$ cat src/rtl/gstl_pkg.sv
// shared types, codes and helpers for the glyph scan and text layout block
`default_nettype none

package gstl_pkg;

   localparam int COORD_W  = 12;
   localparam int FONTH_W  = 8;
   localparam int STRIP_W  = 13;
   localparam int GWIDTH_W = 8;
   localparam int TOTAL_W  = 7;
   localparam int STATUS_W = 4;
   localparam int CSR_IDX_W = 3;
   localparam int MAX_SCAN = 4096;

   localparam logic [FONTH_W-1:0] FONT_H_RESET = 8'd16;

   localparam logic [7:0] CH_FIRST = 8'h21;
   localparam logic [7:0] CH_LAST  = 8'h7E;
   localparam logic [7:0] CH_SPACE = 8'h20;
   localparam logic [7:0] CH_CR    = 8'h0D;
   localparam logic [7:0] CH_LF    = 8'h0A;

   localparam logic [CSR_IDX_W-1:0] REG_BOX_X   = 3'd0;
   localparam logic [CSR_IDX_W-1:0] REG_BOX_Y   = 3'd1;
   localparam logic [CSR_IDX_W-1:0] REG_BOX_W   = 3'd2;
   localparam logic [CSR_IDX_W-1:0] REG_BOX_H   = 3'd3;
   localparam logic [CSR_IDX_W-1:0] REG_FONT_H  = 3'd4;
   localparam logic [CSR_IDX_W-1:0] REG_STRIP_W = 3'd5;

   typedef enum logic [1:0] {
      CMD_CLEAR = 2'd0,
      CMD_BYTE  = 2'd1,
      CMD_SCAN  = 2'd2,
      CMD_PUT   = 2'd3
   } cmd_type;

   typedef enum logic [STATUS_W-1:0] {
      RS_ACCEPTED   = 4'd0,
      RS_PLACED     = 4'd1,
      RS_SPACE      = 4'd2,
      RS_LINE_BREAK = 4'd3,
      RS_IGNORED    = 4'd4,
      RS_NO_ROOM    = 4'd5,
      RS_NO_FONT    = 4'd6,
      RS_SCANNED    = 4'd7,
      RS_OVERFLOW   = 4'd8
   } status_type;

   typedef enum logic [2:0] {
      ST_SWEEP,
      ST_IDLE,
      ST_BYTE,
      ST_SCAN_RD,
      ST_SCAN_BIT,
      ST_SCAN_END,
      ST_PUT,
      ST_CLR_DONE
   } state_type;

   typedef struct packed {
      logic take;
      logic sweep_init;
      logic sweep_step;
      logic byte_rd;
      logic put_rd;
      logic scan_init;
      logic scan_rd;
      logic scan_bit;
      logic clr_done;
      logic byte_done;
      logic scan_done;
      logic put_done;
   } ctl_cmd_type;

   typedef struct packed {
      logic sweep_last;
      logic at_limit;
      logic bit_last;
      logic out_free;
   } ctl_stat_type;

   // (height+2)/3 as a multiply by 171/512, exact for values below 512
   function automatic logic [6:0] space_adv(input logic [FONTH_W-1:0] fh);
      logic [8:0]  v;
      logic [16:0] p;
      v = {1'b0, fh} + 9'd2;
      p = 17'(v) * 17'd171;
      return p[15:9];
   endfunction

endpackage

`default_nettype wire

$ cat src/rtl/gstl_ctrl.sv
// sequencer for clear sweeps, font byte updates, strip scans and character placement
`default_nettype none

module gstl_ctrl import gstl_pkg::*; (
   input  wire logic         clock,
   input  wire logic         reset,
   input  wire logic         req_valid,
   input  wire logic [1:0]   req_cmd,
   output logic              req_stall,
   input  wire ctl_stat_type stat,
   output ctl_cmd_type       ctl
);

   state_type state_ff, state_in;
   logic      from_cmd_ff, from_cmd_in;
   logic      accept;

   assign accept    = req_valid && (state_ff == ST_IDLE);
   assign req_stall = (state_ff != ST_IDLE);

   always_ff @(posedge clock) begin
      if (reset) begin
         state_ff    <= ST_SWEEP;
         from_cmd_ff <= 1'b0;
      end else begin
         state_ff    <= state_in;
         from_cmd_ff <= from_cmd_in;
      end
   end

   // next state
   always_comb begin
      state_in    = state_ff;
      from_cmd_in = from_cmd_ff;
      case (state_ff)
         ST_SWEEP: begin
            if (stat.sweep_last) begin
               state_in = from_cmd_ff ? ST_CLR_DONE : ST_IDLE;
            end
         end
         ST_IDLE: begin
            if (accept) begin
               case (cmd_type'(req_cmd))
                  CMD_CLEAR: begin
                     state_in    = ST_SWEEP;
                     from_cmd_in = 1'b1;
                  end
                  CMD_BYTE: state_in = ST_BYTE;
                  CMD_SCAN: state_in = ST_SCAN_RD;
                  CMD_PUT:  state_in = ST_PUT;
                  default:  state_in = ST_IDLE;
               endcase
            end
         end
         ST_SCAN_RD: begin
            state_in = stat.at_limit ? ST_SCAN_END : ST_SCAN_BIT;
         end
         ST_SCAN_BIT: begin
            if (stat.bit_last) begin
               state_in = ST_SCAN_RD;
            end
         end
         ST_BYTE, ST_SCAN_END, ST_PUT, ST_CLR_DONE: begin
            if (stat.out_free) begin
               state_in = ST_IDLE;
            end
         end
         default: state_in = ST_IDLE;
      endcase
   end

   // commands to the datapath
   always_comb begin
      ctl = '0;
      case (state_ff)
         ST_SWEEP: ctl.sweep_step = 1'b1;
         ST_IDLE: begin
            if (accept) begin
               ctl.take = 1'b1;
               case (cmd_type'(req_cmd))
                  CMD_CLEAR: ctl.sweep_init = 1'b1;
                  CMD_BYTE:  ctl.byte_rd    = 1'b1;
                  CMD_SCAN:  ctl.scan_init  = 1'b1;
                  CMD_PUT:   ctl.put_rd     = 1'b1;
                  default:   ctl.take       = 1'b1;
               endcase
            end
         end
         ST_SCAN_RD:  ctl.scan_rd  = !stat.at_limit;
         ST_SCAN_BIT: ctl.scan_bit = 1'b1;
         ST_BYTE:     ctl.byte_done = stat.out_free;
         ST_SCAN_END: ctl.scan_done = stat.out_free;
         ST_PUT:      ctl.put_done  = stat.out_free;
         ST_CLR_DONE: ctl.clr_done  = stat.out_free;
         default:     ctl = '0;
      endcase
   end

endmodule

`default_nettype wire

$ cat config.mk
export PLATFORM = sky130hd
export DESIGN_NAME = gstl_ctrl
export DESIGN_NICKNAME = d
export VERILOG_FILES = /design/src/rtl/gstl_pkg.sv /design/src/rtl/gstl_ctrl.sv
export SDC_FILE = /design/constraint.sdc
export NUM_CORES = 1
export LEC_CHECK = 0
export ABC_AREA = 1
export BUFFER_PORTS_ARGS = -buffer_cell sky130_fd_sc_hd__buf_2
export CORE_AREA = 3 3 40 42
export CTS_BUF_LIST = sky130_fd_sc_hd__clkbuf_8
export CTS_CLUSTER_DIAMETER = 150
export CTS_CLUSTER_SIZE = 30
export DETAILED_ROUTE_END_ITERATION = 6
export DIE_AREA = 0 0 43 45
export PLACE_DENSITY = 0.63
export SYNTH_ARGS = -nofsm -noshare
export SYNTH_HDL_FRONTEND = slang
export SYNTH_SLANG_ARGS = --single-unit
$ cat constraint.sdc
create_clock -name clock -period 1.2 [get_ports clock]
set_input_delay 0.06 -clock clock [delete_from_list [all_inputs] [get_ports clock]]
set_output_delay 0.06 -clock clock [all_outputs]
set_load 0.005 [all_outputs]
==> metrics.txt, run 1 <==
# hold bufs at CTS 0; Leak 0.413 nW; RSZ-0062 raised after global routing true; Syn. warnings 0; router iterations before antenna repair 3; routed vias about 540; WS Path Type reg2out; final setup fails 7; htree depth 1; syn_area_per_cell between 6 and 7 sq um; Fin. Hold Viols 0; insertion delay to the later sink of the worst-skew pair 220 ps; Final GP Congestion between 0.7 and 0.8; Crit Path Max Fanout 3; crit-path cells inv_6, nor2_8, nand2_4, nor2_4, inv_2, nor3_2, buf_2; antenna violations before repair 0; Final Non-Filler Cells between 100 and 150; FF+latch count, synth 4; CP Buf/Inv Count 3; core area between 1000 and 1500 sq um; GRT overflow 0; layout cells sized above 1 0.590; vias in the first global route a little under 500; Min-Delay Path Class in2reg; FP Rows 13; largest net degree at the start of global routing 7; fin worst setup slack -61.2 ps; Mapped Area roughly 430 sq um; Critical-path top delay cell dfxtp_4; crit start category flip-flop; CTS tree done; Nets 116; Critical Path RT about 1100 ps; Antenna Nets Post-Route 0; clock sinks 4; register area share after synthesis 0.187; Die Y roughly 45 microns; WP data arrival 1200 ps; Tmin final 1260 ps; skew final 4.66 ps; PD cells between 2000 and 2500 nW/um^2; Vias/cell around 4.5; status finished, violations left; CTS max path bufs 2; crit path capture type output port; Max stage delay on crit path between 300 and 400 ps; worst vdd ir around 0.0012 V; Max Cap Viol 0; initial core utilization 0.333; Post-Route WL 1.19 mm; die area 1940 sq um; DRC Markers 0; Routed WL per cell around 9.9 microns; HPWL Detailed between 800 and 900 microns; Area growth, synth to finish 69.9%; CTS Root Cell clkbuf_8; Worst slew margin 0.859; measured slew at the worst slew-check pin around 210 ps; Syn Inst Count 71; DP Cell Count 110; GRT Total Usage 0.132; die width about 43 microns; final period utilization 1.05; I/O pins 22; Detailed Route Iter0 Violations 3; fmax 793 MHz; Slew Viols, Final 0; failing checks negative setup slack; clk slew on worst S/H paths 30 ps; antenna cells 0; number of library cell types mapped by synthesis 18; TritonCTS Buffers 3; dpl ws 2.18 ps; syn_nets 80; cell family with most CP delay simple AND/OR/NAND/NOR gates; Layout Utilization 0.566; I/O Buffers 21; first-pass GRT wire length ~2.0 mm
[synthesized netlist by cell type]
master | count | area [sq um]
nor2_8 | 1 | 20.0
nor3_1 | 5 | 25.0
nand2_1 | 12 | 45.0
inv_1 | 11 | 41.3
nand2_2 | 4 | 25.0
nand3_1 | 5 | 25.0
a21oi_1 | 1 | 5.00
nand3_2 | 2 | 20.0
a21oi_2 | 1 | 8.76
nor2_4 | 2 | 22.5
and2_4 | 1 | 8.76
o21ai_0 | 1 | 5.00
inv_2 | 4 | 15.0
nor2_2 | 1 | 6.26
buf_6 | 1 | 11.3
nor2_1 | 13 | 48.8
nand3b_1 | 2 | 15.0
dfxtp_1 | 4 | 80.1
[path summary, 6_finish.rpt]
| path | slack (ps) | startpoint | end | cells past startpoint |
|---|---|---|---|---|
| max | -60 | state_ff[0] | ctl[8] | 7 |
| min | 20 | reset | from_cmd_ff | 2 |
| max reg2reg | -40 | state_ff[0] | state_ff[2] | 8 |
| min reg2reg | 490 | from_cmd_ff | from_cmd_ff | 2 |
[what timing repair did]
| action | CTS | global route |
|---|---|---|
| pin swaps | 2 | 5 |
| gates resized for setup | 7 | 12 |
| buffers inserted | 3 | 4 |
| setup endpoints to repair | 8 | 12 |
| cloned | 0 | 0 |
[where the power goes]
| part | internal (mW) | leakage, nW | switching [mW] |
|---|---|---|---|
| registers | 0.216 | 0.0348 | 0.0894 |
| clock network | 0.214 | 0.0216 | 0.0677 |
| logic | 0.567 | 0.356 | 0.628 |
| total | 0.996 | 0.413 | 0.785 |
[layer usage]
| layer | GRT usage | up-vias | routed length [microns] |
|---|---|---|---|
| met2 | 0.216 | 19 | 521 |
| met3 | 0.0359 | 2 | 96 |
| met5 | 0 | - | 0 |
| li1 | - | 283 | - |
| met1 | 0.166 | 234 | 554 |
| met4 | 0.0542 | 0 | 14 |
[cells by family after synthesis]
| kind of cell | after synthesis | share of synthesized area |
|---|---|---|
| simple gates | 48 | 0.611 |
| flops | 4 | 0.187 |
| compound gates | 3 | 0.0438 |
| buf+inv | 16 | 0.158 |
[per-stage QoR]
step | TNS, ps | instance area [sq um] | hold WS [ps] | power [mW]
finish | -272 | 727 | 18.2 | 1.78
global route | -876 | 727 | 27.3 | 1.93
CTS | -309 | 657 | 15.9 | 1.60
detailed placement | 0 | 571 | 239 | 1.20
global placement | 0 | 571 | 235 | 1.20
floorplan | 0 | 428 | 122 | 0.937
[flip-flops by register name (all words and copies together) (netlist names)]
register / flops
from_cmd_ff: 1
state_ff: 3
[layout make-up]
class                   instances  area, sq um
fillers                       135          558
clock buffers                   3         41.3
flip-flops and latches          4         91.3
inverters                      15         61.3
well taps                      15         18.8
repair buffers                 32          191
multi-input cells              51          323
[cells in the final DEF, fill, tap and decap left out, types with 2 or more instances in the layout]
cell,n
inv_1,11
clkbuf_8,3
nand2_2,4
nand2_1,11
inv_2,3
nor2_4,3
nand3_2,5
dfxtp_4,3
nand3b_1,2
nor3_2,2
buf_4,10
nor2_2,2
nand3_1,2
buf_2,21
nor3_1,3
nor2_1,11
No activity file was read; power rests on OpenSTA's default activity.
==> run 2: changes to the inputs <==
Settings changed: PLACE_DENSITY 0.63 to 0.65.
Clock period 1.2 ns to 1.1 ns, I/O delays scaled along.
==> run 2 against run 1 <==
Net effect: the run still ends with negative setup slack left; combinational power rose by 41%; setup slack got worse by 95 ps; core utilization rose by 7.5 points; final area rose by 13%; die area did not move; flip-flop and latch count did not move; critical path depth did not move; wire length rose by 8.2%; global-route usage rose by 1.7 points; first-iteration DRC count rose by 67%; count of clock-buffer cells in the layout did not move; highest routed layer unchanged.
==> metrics.txt, run 2 (synthesis results as in run 1) <==
status finished, violations left; failing checks negative setup slack; crit path capture type output port; Fin. Hold Viols 0 (unchanged); routed vias 569 (+5.8%); crit-path cells buf_6, nor2_8, nand2_4, nor2_4, inv_2, nor3_2, buf_2; vias in the first global route 540 (+12%); PD cells 2770 nW/um^2 (+13%); Multi-input gate area 363 sq um (+12%); largest net degree at the start of global routing 5 (-2); I/O Buffers 21 (unchanged); post-layout total power 2.28 mW (+28%); GRT overflow 0 (unchanged); skew final 4.00 ps (-0.663 ps); antenna cells 0 (unchanged); Clock Power Share 0.138 (-0.020); Tmin final 1260 ps; die width 43 microns (unchanged); Layout Utilization 0.641 (+0.0750); CTS tree done; fin worst setup slack -156 ps (-95.2 ps); internal power 1.27 mW (+28%); commonest non-fill, non-tap cell in the layout buf_2; Sw Share 0.441 (about the same); combinational share of power 0.735 (+0.064); dpl cell area 608 sq um (+6.6%); Nets 122 (+5.2%); clk slew on worst S/H paths 30 ps (about the same); sw power 1.00 mW (+28%); RSZ-0062 raised after global routing true; crit start category flip-flop; Vias/cell 4.52 (+0.73%); Critical Path RT 1040 ps (-100 ps); first-pass GRT wire length 2.15 mm (+9.9%); Sequential Power Share 0.126 (-0.045); Area growth, synth to finish 92.4%; Slew Viols, Final 0 (unchanged); WP data arrival 1200 ps (about the same); worst vdd ir 0.00107 V (-8.5%); Post-Route WL 1.28 mm (+8.2%); filler instances 111 (-18%); Worst slew margin 0.881 (+0.0220); Final GP Congestion 0.791 (+3.0%); htree depth 1 (unchanged); CTS Root Cell clkbuf_8; die area 1940 sq um (unchanged); GRT Total Usage 0.149 (+0.0167); Max Cap Viol 0 (unchanged); # hold bufs at CTS 0 (unchanged); layout cells sized above 1 0.658 (+0.0672); TritonCTS Buffers 3 (unchanged); most frequent cells in the layout buf_2, buf_4, inv_1, nand2_1, nor2_1; Detailed Route Iter0 Violations 5 (+2); FF/Latch Area 86.3 sq um (-5.5%); HPWL Detailed 914 microns (+3.6%); Max stage delay on crit path 310 ps (-50 ps); antenna violations before repair 0 (unchanged); Critical-path top delay cell dfxtp_2; WS Path Type reg2out; number of flip-flops under the largest register name 3 (unchanged); Routed WL per cell 10.2 microns (+3.0%); measured slew at the worst slew-check pin 178 ps (-31.5 ps); clock sinks 4 (unchanged); final period utilization 1.14; insertion delay to the later sink of the worst-skew pair 220 ps (about the same); Final Cell Area 823 sq um (+13%); Min-Delay Path Class in2reg; final setup fails 13 (+6); largest registers state_ff x3, from_cmd_ff x1; DRC Markers 0 (unchanged); Leak 0.456 nW (+10%); Die Y 45 microns (unchanged); initial core utilization 0.333 (unchanged); fmax 796 MHz; core area 1280 sq um (unchanged); I/O pins 22 (unchanged); FP Rows 13 (unchanged); Top reg by flops state_ff; Antenna Nets Post-Route 0 (unchanged); CTS max path bufs 2 (unchanged); Crit Path Max Fanout 3 (unchanged); router iterations before antenna repair 4 (+1)
-- run 2: cell count changes in the layout (fill, tap and decap cells not counted), moves of 3 or more --
cell / change
inv_4: +3
nor3_1: -3
buf_6: +3
nor3_2: +3
nand3_2: -3
buf_4: +4
-- run 2: power by group through the flow --
| stage | Sequential (mW) | Clock, mW | Combinational, mW |
|---|---|---|---|
| after floorplan | 0.252 | 0 | 0.770 |
| after global placement | 0.256 | 0 | 1.16 |
| after detailed placement | 0.259 | 0 | 1.17 |
| after CTS | 0.284 | 0.323 | 1.55 |
| after global routing | 0.294 | 0.329 | 1.82 |
| final | 0.288 | 0.315 | 1.68 |
-- run 2: layout make-up --
class                           instances  share of cell area
Multi-Input combinational cell         51               0.441
Timing Repair Buffer                   38               0.304
Clock buffer                            3              0.0502
Inverter                               15              0.0775
Sequential cell                         4               0.105
Tap cell                               15              0.0228
-- run 2: worst max-delay path, delay by kind of cell, from the launching register on --
family | cells | cell delay (ps)
buffers and inverters | 3 | 310
DFF | 1 | 310
and+or+nand+nor | 4 | 360
-- run 2: timing repair --
| item | CTS | global route |
|---|---|---|
| pin swaps | 7 | 5 |
| gates resized for setup | 22 | 8 |
| setup endpoints to repair | 15 | 17 |
| setup buffers | 7 | 1 |
-- run 2: per-layer routing --
| layer | routed length (microns) | global-route usage |
|---|---|---|
| met2 | 641 | 0.257 |
| met4 | 22 | 0.0904 |
| met1 | 528 | 0.166 |
| met3 | 91 | 0.0359 |
| met5 | 0 | 0 |
-- run 2: worst paths after layout --
path	start	cells after the start	slack, ps	to
worst max-delay path	state_ff[2]	7	-160	ctl[8]
worst min-delay path	reset	2	7	from_cmd_ff
worst max register to register	state_ff[0]	7	-80	state_ff[2]
worst min register to register	from_cmd_ff	2	490	from_cmd_ff
-- run 2: per-stage QoR --
stage | cells | setup TNS (ps) | hold WS [ps] | worst slack, ps
after floorplan | 71 | 0 | 117 | 5.24
after global placement | 115 | -102 | 230 | -45.6
after detailed placement | 115 | -226 | 232 | -68.9
after CTS | 125 | -1210 | 2.92 | -196
after global routing | 126 | -1960 | 19.2 | -217
final | 126 | -1060 | 6.97 | -156
